<file path="src/sv/cflm_pkg.sv">
// Shared types and codes for the CAN frame length monitor.
// Used by the top level; no dependencies.
`timescale 1ns / 1ps
`default_nettype none

package cflm_pkg;

  // Sequencer states
  typedef enum logic [0:0] {
    ST_IDLE,
    ST_SCAN
  } state_t;

  // Item function codes
  localparam logic FUNC_LOAD  = 1'b0;
  localparam logic FUNC_CHECK = 1'b1;

  // Stored verdict codes
  localparam logic [1:0] VERDICT_INITIAL = 2'd0;
  localparam logic [1:0] VERDICT_EQUAL   = 2'd1;
  localparam logic [1:0] VERDICT_LONG    = 2'd2;
  localparam logic [1:0] VERDICT_SHORT   = 2'd3;

  // Reported event kinds
  localparam logic [1:0] KIND_EQUAL = 2'd0;
  localparam logic [1:0] KIND_LONG  = 2'd1;
  localparam logic [1:0] KIND_SHORT = 2'd2;

  // One table entry as held in the entry memory
  typedef struct packed {
    logic [7:0]  net;
    logic [28:0] can;
    logic [6:0]  expected;
    logic [1:0]  verdict;
  } entry_t;

endpackage

`default_nettype wire

</file>
<file path="src/sv/cflm_ram.sv">
// Generic single-write, single-read synchronous RAM with registered read.
// No dependencies.
`timescale 1ns / 1ps
`default_nettype none

module cflm_ram #(
  parameter int WIDTH = 8,
  parameter int DEPTH = 64,
  parameter int AW    = (DEPTH > 1) ? $clog2(DEPTH) : 1
) (
  input  logic             clk,
  input  logic             we,
  input  logic [AW-1:0]    waddr,
  input  logic [WIDTH-1:0] wdata,
  input  logic [AW-1:0]    raddr,
  output logic [WIDTH-1:0] rdata
);

  logic [WIDTH-1:0] mem [DEPTH];

  // Write port
  always_ff @(posedge clk) begin
    if (we) begin
      mem[waddr] <= wdata;
    end
  end

  // Registered read port
  always_ff @(posedge clk) begin
    rdata <= mem[raddr];
  end

endmodule

`default_nettype wire

</file>
<file path="src/sv/can_frame_length_monitor.sv">
// CAN frame length monitor top level: entry table scan and verdict update.
// Depends on cflm_pkg and cflm_ram.
`timescale 1ns / 1ps
`default_nettype none

// Usage:
//   Items enter on start while busy is low. A load item (in_func = 0) writes
//   one table entry (network, identifier, expected length) and sets its
//   verdict to initial; its result strobes in the next cycle and busy stays low.
//   A check item (in_func = 1) scans entries 0 .. min(entry_count,
//   TABLE_DEPTH)-1 through the single read port of the entry memory, one
//   entry per cycle, and stops at the lowest match. The result strobes in the
//   first cycle in which busy is low again. Each result is marked by
//   out_strobe, high for a single cycle, and held on the out_ ports until the
//   next one; the receiver cannot stall. A verdict change writes back the
//   entry in the cycle the match is seen, and the next item is only taken
//   after that, so accesses to one entry never overlap.
//   entry_count is written through cfg_wr_en/cfg_wr_data; the user must do so
//   only while idle, as the block does not enforce it.
//   Reset (rst_n low, synchronous) clears entry_count and the sequencer. The
//   table itself is not cleared: only loaded entries are meaningful.
module can_frame_length_monitor #(
  parameter int TABLE_DEPTH = 64
) (
  input  logic        clk,
  input  logic        rst_n,
  // configuration
  input  logic        cfg_wr_en,
  input  logic [6:0]  cfg_wr_data,
  // input items
  input  logic        start,
  output logic        busy,
  input  logic        in_func,
  input  logic [5:0]  in_slot,
  input  logic [7:0]  in_net_id,
  input  logic [28:0] in_can_id,
  input  logic [6:0]  in_frame_length,
  input  logic [31:0] in_timestamp,
  // results
  output logic        out_strobe,
  output logic        out_frame_ok,
  output logic        out_event_valid,
  output logic [1:0]  out_event_kind,
  output logic [7:0]  out_event_net,
  output logic [28:0] out_event_can,
  output logic [6:0]  out_seen_length,
  output logic [6:0]  out_expected_length,
  output logic [31:0] out_event_time
);

  import cflm_pkg::*;

  localparam int AW = (TABLE_DEPTH > 1) ? $clog2(TABLE_DEPTH) : 1;
  localparam int IW = AW + 1;
  localparam int EW = $bits(entry_t);

  // Registers
  state_t      state_r, state_nxt;
  logic [6:0]  entry_count_r;
  logic [IW-1:0] idx_r, idx_nxt;
  logic [IW-1:0] rd_idx_r, rd_idx_nxt;
  logic        rd_pend_r, rd_pend_nxt;
  logic [IW-1:0] limit_r, limit_nxt;
  logic [7:0]  net_r, net_nxt;
  logic [28:0] can_r, can_nxt;
  logic [6:0]  len_r, len_nxt;
  logic [31:0] ts_r, ts_nxt;

  logic        out_strobe_r, out_strobe_nxt;
  logic        frame_ok_r, frame_ok_nxt;
  logic        event_valid_r, event_valid_nxt;
  logic [1:0]  event_kind_r, event_kind_nxt;
  logic [7:0]  event_net_r, event_net_nxt;
  logic [28:0] event_can_r, event_can_nxt;
  logic [6:0]  seen_len_r, seen_len_nxt;
  logic [6:0]  exp_len_r, exp_len_nxt;
  logic [31:0] event_time_r, event_time_nxt;

  // Memory port signals
  logic          ram_we;
  logic [AW-1:0] ram_waddr;
  entry_t        ram_wentry;
  logic [AW-1:0] ram_raddr;
  logic [EW-1:0] ram_rdata;
  entry_t        rd_ent;

  // Control terms
  logic       accept;
  logic       load_acc;
  logic       check_acc;
  logic       slot_ok;
  logic       hit;
  logic       no_match;
  logic       finish;
  logic       issue;
  logic       longer;
  logic       shorter;
  logic [1:0] new_verdict;
  logic [1:0] new_kind;
  logic       changed;

  cflm_ram #(
    .WIDTH (EW),
    .DEPTH (TABLE_DEPTH),
    .AW    (AW)
  ) u_entry_ram (
    .clk   (clk),
    .we    (ram_we),
    .waddr (ram_waddr),
    .wdata (ram_wentry),
    .raddr (ram_raddr),
    .rdata (ram_rdata)
  );

  assign rd_ent    = entry_t'(ram_rdata);
  assign busy      = (state_r == ST_SCAN);
  assign accept    = start && !busy;
  assign load_acc  = accept && (in_func == FUNC_LOAD);
  assign check_acc = accept && (in_func == FUNC_CHECK);
  assign slot_ok   = (32'(in_slot) < 32'(TABLE_DEPTH));

  // Match evaluation on the entry returned by the read port
  assign hit      = (state_r == ST_SCAN) && rd_pend_r &&
                    (rd_ent.net == net_r) && (rd_ent.can == can_r);
  assign no_match = (state_r == ST_SCAN) && !hit && (idx_r >= limit_r);
  assign finish   = hit || no_match;
  assign issue    = (state_r == ST_SCAN) && !finish && (idx_r < limit_r);
  assign longer   = (len_r > rd_ent.expected);
  assign shorter  = (len_r < rd_ent.expected);

  always_comb begin
    if (longer) begin
      new_verdict = VERDICT_LONG;
      new_kind    = KIND_LONG;
    end else if (shorter) begin
      new_verdict = VERDICT_SHORT;
      new_kind    = KIND_SHORT;
    end else begin
      new_verdict = VERDICT_EQUAL;
      new_kind    = KIND_EQUAL;
    end
  end

  assign changed = (rd_ent.verdict != new_verdict);

  // Memory write: load in idle, verdict write-back on a changed hit
  always_comb begin
    ram_raddr = idx_r[AW-1:0];
    if (load_acc) begin
      ram_we             = slot_ok;
      ram_waddr          = AW'(in_slot);
      ram_wentry.net     = in_net_id;
      ram_wentry.can     = in_can_id;
      ram_wentry.expected = in_frame_length;
      ram_wentry.verdict = VERDICT_INITIAL;
    end else begin
      ram_we             = hit && changed;
      ram_waddr          = rd_idx_r[AW-1:0];
      ram_wentry         = rd_ent;
      ram_wentry.verdict = new_verdict;
    end
  end

  // Next state
  always_comb begin
    state_nxt = state_r;
    unique case (state_r)
      ST_IDLE: begin
        if (check_acc) begin
          state_nxt = ST_SCAN;
        end
      end
      ST_SCAN: begin
        if (finish) begin
          state_nxt = ST_IDLE;
        end
      end
      default: state_nxt = ST_IDLE;
    endcase
  end

  // Scan counters, item capture and result assembly
  always_comb begin
    idx_nxt     = idx_r;
    rd_idx_nxt  = rd_idx_r;
    rd_pend_nxt = 1'b0;
    limit_nxt   = limit_r;
    net_nxt     = net_r;
    can_nxt     = can_r;
    len_nxt     = len_r;
    ts_nxt      = ts_r;

    out_strobe_nxt  = 1'b0;
    frame_ok_nxt    = frame_ok_r;
    event_valid_nxt = event_valid_r;
    event_kind_nxt  = event_kind_r;
    event_net_nxt   = event_net_r;
    event_can_nxt   = event_can_r;
    seen_len_nxt    = seen_len_r;
    exp_len_nxt     = exp_len_r;
    event_time_nxt  = event_time_r;

    // capture a check item
    if (check_acc) begin
      idx_nxt   = '0;
      net_nxt   = in_net_id;
      can_nxt   = in_can_id;
      len_nxt   = in_frame_length;
      ts_nxt    = in_timestamp;
      limit_nxt = (32'(entry_count_r) > 32'(TABLE_DEPTH)) ?
                  IW'(TABLE_DEPTH) : IW'(entry_count_r);
    end

    // issue the next read
    if (issue) begin
      idx_nxt     = idx_r + IW'(1);
      rd_idx_nxt  = idx_r;
      rd_pend_nxt = 1'b1;
    end

    // result of a load, an unmatched check or a matched check
    if (load_acc || no_match || hit) begin
      out_strobe_nxt  = 1'b1;
      frame_ok_nxt    = 1'b1;
      event_valid_nxt = 1'b0;
      event_kind_nxt  = KIND_EQUAL;
      event_net_nxt   = '0;
      event_can_nxt   = '0;
      seen_len_nxt    = '0;
      exp_len_nxt     = '0;
      event_time_nxt  = '0;
      if (hit) begin
        frame_ok_nxt = !(longer || shorter);
        if (changed) begin
          event_valid_nxt = 1'b1;
          event_kind_nxt  = new_kind;
          event_net_nxt   = net_r;
          event_can_nxt   = can_r;
          seen_len_nxt    = len_r;
          exp_len_nxt     = rd_ent.expected;
          event_time_nxt  = ts_r;
        end
      end
    end
  end

  // Control registers
  always_ff @(posedge clk) begin
    if (!rst_n) begin
      state_r       <= ST_IDLE;
      rd_pend_r     <= 1'b0;
      out_strobe_r  <= 1'b0;
      entry_count_r <= '0;
    end else begin
      state_r      <= state_nxt;
      rd_pend_r    <= rd_pend_nxt;
      out_strobe_r <= out_strobe_nxt;
      if (cfg_wr_en) begin
        entry_count_r <= cfg_wr_data;
      end
    end
  end

  // Payload registers
  always_ff @(posedge clk) begin
    idx_r         <= idx_nxt;
    rd_idx_r      <= rd_idx_nxt;
    limit_r       <= limit_nxt;
    net_r         <= net_nxt;
    can_r         <= can_nxt;
    len_r         <= len_nxt;
    ts_r          <= ts_nxt;
    frame_ok_r    <= frame_ok_nxt;
    event_valid_r <= event_valid_nxt;
    event_kind_r  <= event_kind_nxt;
    event_net_r   <= event_net_nxt;
    event_can_r   <= event_can_nxt;
    seen_len_r    <= seen_len_nxt;
    exp_len_r     <= exp_len_nxt;
    event_time_r  <= event_time_nxt;
  end

  assign out_strobe          = out_strobe_r;
  assign out_frame_ok        = frame_ok_r;
  assign out_event_valid     = event_valid_r;
  assign out_event_kind      = event_kind_r;
  assign out_event_net       = event_net_r;
  assign out_event_can       = event_can_r;
  assign out_seen_length     = seen_len_r;
  assign out_expected_length = exp_len_r;
  assign out_event_time      = event_time_r;

  // A pending read only exists inside a scan and is within the limit
  a_pend_in_scan: assert property (@(posedge clk) disable iff (!rst_n)
    rd_pend_r |-> (state_r == ST_SCAN) && (rd_idx_r < limit_r))
    else $error("pending table read outside an active scan");

  // A check item produces no result in the cycle right after it is taken
  a_check_no_early: assert property (@(posedge clk) disable iff (!rst_n)
    check_acc |=> !out_strobe)
    else $error("check result strobed too early");

  // Pass or fail agrees with the reported kind
  a_kind_ok: assert property (@(posedge clk) disable iff (!rst_n)
    (out_strobe && out_event_valid) |-> (out_frame_ok == (out_event_kind == KIND_EQUAL)))
    else $error("frame_ok disagrees with event kind");

  // Leaving a scan always yields exactly one result next cycle
  a_scan_result: assert property (@(posedge clk) disable iff (!rst_n)
    (state_r == ST_SCAN) && finish |=> out_strobe && (state_r == ST_IDLE))
    else $error("scan ended without a result");

  // No verdict write-back while a load is being written
  a_one_writer: assert property (@(posedge clk) disable iff (!rst_n)
    hit |-> !load_acc)
    else $error("write port conflict");

endmodule

`default_nettype wire
</file>
<file path="config.mk">
export PLATFORM = sky130hd
export DESIGN_NAME = can_frame_length_monitor
export DESIGN_NICKNAME = d
export VERILOG_FILES = /design/src/sv/cflm_pkg.sv /design/src/sv/cflm_ram.sv /design/src/sv/can_frame_length_monitor.sv
export SDC_FILE = /design/constraint.sdc
export NUM_CORES = 2
export LEC_CHECK = 0
export ABC_AREA = 1
export BUFFER_PORTS_ARGS = -buffer_cell sky130_fd_sc_hd__buf_2
export CAP_MARGIN = 20
export CELL_PAD_IN_SITES_DETAIL_PLACEMENT = 0
export CELL_PAD_IN_SITES_GLOBAL_PLACEMENT = 1
export CORE_ASPECT_RATIO = 0.5
export CORE_MARGIN = 3
export CORE_UTILIZATION = 54
export CTS_BUF_LIST = sky130_fd_sc_hd__clkbuf_2 sky130_fd_sc_hd__clkbuf_4 sky130_fd_sc_hd__clkbuf_8
export DETAILED_ROUTE_END_ITERATION = 16
export PLACE_DENSITY_LB_ADDON = 0.1
export SLEW_MARGIN = 10
export SYNTH_ARGS = -nofsm -noshare
export SYNTH_HDL_FRONTEND = slang
export SYNTH_SLANG_ARGS = --single-unit
</file>
<file path="constraint.sdc">
create_clock -name clk -period 7.1 [get_ports clk]
set_input_delay 1.42 -clock clk [delete_from_list [all_inputs] [get_ports clk]]
set_output_delay 1.42 -clock clk [all_outputs]
set_load 0.01 [all_outputs]
</file>
==> flow_metrics.env <==
export IMPL_gp_congestion=0.865
export IMPL_syn_num_nets=9715
export IMPL_syn_inst=9606
export IMPL_synth_edf_count=3127
export IMPL_ys_warnings_count=0
export IMPL_initial_utilization_pct=54.7
export IMPL_ctsLongestPathBuffers=4
export IMPL_status="finished clean"
export IMPL_slew_violations=0
export IMPL_drt_initial_drc_count=11000
export IMPL_io_pin_count=183
export IMPL_dpl_hpwl_microns=194000
export IMPL_yosysSeqAreaShare_pct=75.4
export IMPL_ys_flop_type="edfxtp_1"
export IMPL_cts_root_buf="clkbuf_8"
export IMPL_skew_ns=0.0615
export IMPL_max_stage_delay_ns=0.75
export IMPL_cts_tree="done"
export IMPL_htreeDepth=5
export IMPL_setup_viol=0
export IMPL_crit_required_ns=7.71
export IMPL_critical_path_startpoint_type="flop"
export IMPL_grt_max_degree=190
export IMPL_cts_buffers=440
export IMPL_critPathCaptureType="flop"
export IMPL_combPwrFrac_pct=10.2
export IMPL_ant_nets=0
export IMPL_postCtsSetupRepairBufs=0
export IMPL_rsz0062_at_grt="no"
export IMPL_route_detailed_drc=0
export IMPL_path_cells="xnor2_1 > nand3b_1 > nor2_1 > nand3_1 > nor2_1 > nand2_4 > buf_12 > a21oi_4 > buf_4"
export IMPL_fin_crit_ns=4.43
export IMPL_port_buffers=182
export IMPL_final_area_sq_mm=0.139
export IMPL_clk_pin_slew_ns=0.07
export IMPL_async_flop_share_pct=0
export IMPL_die_area_sq_mm=0.240
export IMPL_wl_per_cell_microns=27.2
export IMPL_rows=124
export IMPL_die_h_microns=348
export IMPL_finalHoldViolCount=0
export IMPL_core_area_sq_mm=0.230
export IMPL_grt_pass1_vias=75700
export IMPL_routed_wl_microns=359000
export IMPL_clkPwrFrac_pct=35.0
export IMPL_maxSlewHeadroom_pct=22.5
export IMPL_drive_gt1_share_pct=12.0
export IMPL_clock_sink_count=3183
export IMPL_synth_cell_types=39
export IMPL_fmax_ghz=0.226
export IMPL_switchingPower_mw=10.1
export IMPL_worst_path_max_fanout=55
export IMPL_syn_to_final_growth_pct=10.3
export IMPL_fin_crit_sh_pct=62.4
export IMPL_p_leak_nw=45.4
export IMPL_path_common_cell="nor2_1"
export IMPL_worstPathArrival_ns=5.05
export IMPL_grt_usage_pct=29.5
export IMPL_cap_violations=0
export IMPL_die_w_microns=689
export IMPL_cts_hold_fix_buffers=0
export IMPL_swShare_pct=25.6
export IMPL_num_nets_final=9880
export IMPL_worst_slew_pin_slew_ns=1.16
export IMPL_syn_area_sq_mm=0.126
export IMPL_power_frac_seq_pct=54.8
export IMPL_ir_worst_vdd_mv=0.167
export IMPL_fin_tns_setup_ns=0
export IMPL_critical_path_class="reg2reg"
export IMPL_grt_pass1_wl_microns=523000
export IMPL_first_pass_iters=6
export IMPL_antenna_found_initial=14
export IMPL_cts_resized=0
export IMPL_postSynthAreaPerCell_sq_um=13.1
export IMPL_hold_class="reg2reg"
export IMPL_slowest_stage="a21oi_4"
export IMPL_grt_ovfl_total=0
export IMPL_total_power_mw=39.4
export IMPL_clk_latency_ns=1.02
export IMPL_p_per_area_mw_per_mm2=284
export IMPL_vias=80600
export IMPL_final_util_pct=60.4
export IMPL_vias_per_cell=6.11
export IMPL_place_area_sq_mm=0.131
export IMPL_intPower_mw=29.3
export IMPL_ys_ff_latch=3183
through the flow:
stage | hold WS, ns | std cells | setup slack [ns]
2_1_floorplan | 0.448 | 9606 | 1.16
3_3_place_gp | 0.465 | 12400 | 2.07
3_5_place_dp | 0.464 | 12400 | 2.08
4_1_cts | 0.482 | 13200 | 2.65
5_1_grt | 0.501 | 13200 | 2.45
6_report | 0.477 | 13200 | 2.67
worst max-delay path: cells and delay by family (launching register included):
kind            cells  cell delay (ns)
buf+inv             2             0.98
simple gates        5             1.23
flops               1             0.42
compound gates      1             0.75
xor+xnor            1             0.47
logic make-up after synthesis:
family	share of synthesized area, %
AOI/OAI and AO/OA	10.8
xor gates and xnor gates	0.167
adders and majority gates	0.149
buffers and inverters	3.11
DFF	75.4
and+or+nand+nor	10.4
path summary, 6_finish.rpt:
path                                       start                      end  slack (ns)  depth (start not counted)
worst max-delay path                    net_r[0]  u_entry_ram.mem[16][25]        2.67                          9
worst min-delay path            entry_count_r[6]               limit_r[6]        0.48                          0
worst max register to register          net_r[0]  u_entry_ram.mem[16][25]        2.67                          9
worst min register to register  entry_count_r[6]               limit_r[6]        0.48                          0
flip-flops by register name, indices dropped and copies added, names as in the netlist, 8 cells and up:
register and flops:
net_r 8, out_event_net 8, u_entry_ram.mem 2944, out_event_time 32
can_r 29, ts_r 32, u_entry_ram.rdata 46, out_event_can 29
Yosys cell counts (3+ instances only):
master / number / share of area [%]
nor2_1: 2021 / 6.0
o221ai_1: 369 / 2.6
xnor2_1: 23 / 0.16
buf_2: 156 / 0.62
buf_4: 44 / 0.26
buf_1: 50 / 0.15
clkbuf_1: 359 / 1.1
nand3_1: 563 / 2.2
edfxtp_1: 3127 / 74
o211ai_1: 230 / 1.4
and2_1: 4 / 0.020
a21oi_2: 20 / 0.14
o21ai_0: 1413 / 5.6
buf_6: 61 / 0.54
inv_1: 138 / 0.41
or2_1: 3 / 0.015
dfxtp_1: 56 / 0.89
nor2_4: 12 / 0.11
a21oi_1: 61 / 0.24
inv_2: 11 / 0.033
nand2_1: 623 / 1.9
nor2_2: 5 / 0.025
nand3b_1: 3 / 0.018
nand4_1: 10 / 0.050
o21ai_2: 3 / 0.021
o21ai_1: 209 / 0.83
ha_1: 15 / 0.15
layer usage:
layer | wire, microns | up-vias | global-route usage (%) | part of all wire [%]
met5 | 13 | - | 0 | 0.0036
met2 | 158000 | 3716 | 43.4 | 44
met1 | 159000 | 40500 | 45.8 | 44
met3 | 31200 | 502 | 4.49 | 8.7
li1 | - | 35800 | - | -
met4 | 10200 | 2 | 8.73 | 2.9
cells in the final DEF, fill, tap and decap left out, types with 4 or more instances in the layout:
cell,n
nor2_2,5
buf_4,171
nor2_1,2019
nor2_4,14
dfxtp_1,56
nand3_1,562
o21ai_4,35
nand2_2,8
xnor2_1,23
o211ai_1,230
nand2_4,4
ha_1,15
a21oi_4,66
clkbuf_8,455
o21ai_1,209
o21ai_0,1380
nand4_1,10
edfxtp_1,3127
inv_1,136
clkbuf_4,158
bufinv_16,6
diode_2,6
clkinv_1,99
inv_2,8
a21oi_1,15
nand2_1,612
buf_2,182
and2_1,4
inv_6,4
buf_12,41
o221ai_1,369
clkinvlp_4,10
clkinv_2,36
power groups by stage:
stage | Clock (mW) | Sequential [mW] | Combinational (mW)
2_1_floorplan | 0 | 22.1 | 2.18
5_1_grt | 14.8 | 21.6 | 4.33
6_report | 13.8 | 21.6 | 4.01
4_1_cts | 14.0 | 21.6 | 3.99
3_3_place_gp | 0 | 22.0 | 3.93
3_5_place_dp | 0 | 22.0 | 3.98
area by class of cell:
cell class	instances	area [sq um]
Sequential cell	3183	95000
Inverter	152	617
Timing Repair Buffer	395	3040
Clock buffer	613	7450
Clock inverter	152	836
Tap cell	3087	3860
Antenna cell	6	15.0
Multi-Input combinational cell	5599	28200
Fill cell	18000	91200
(Power assumes the default switching activity.)
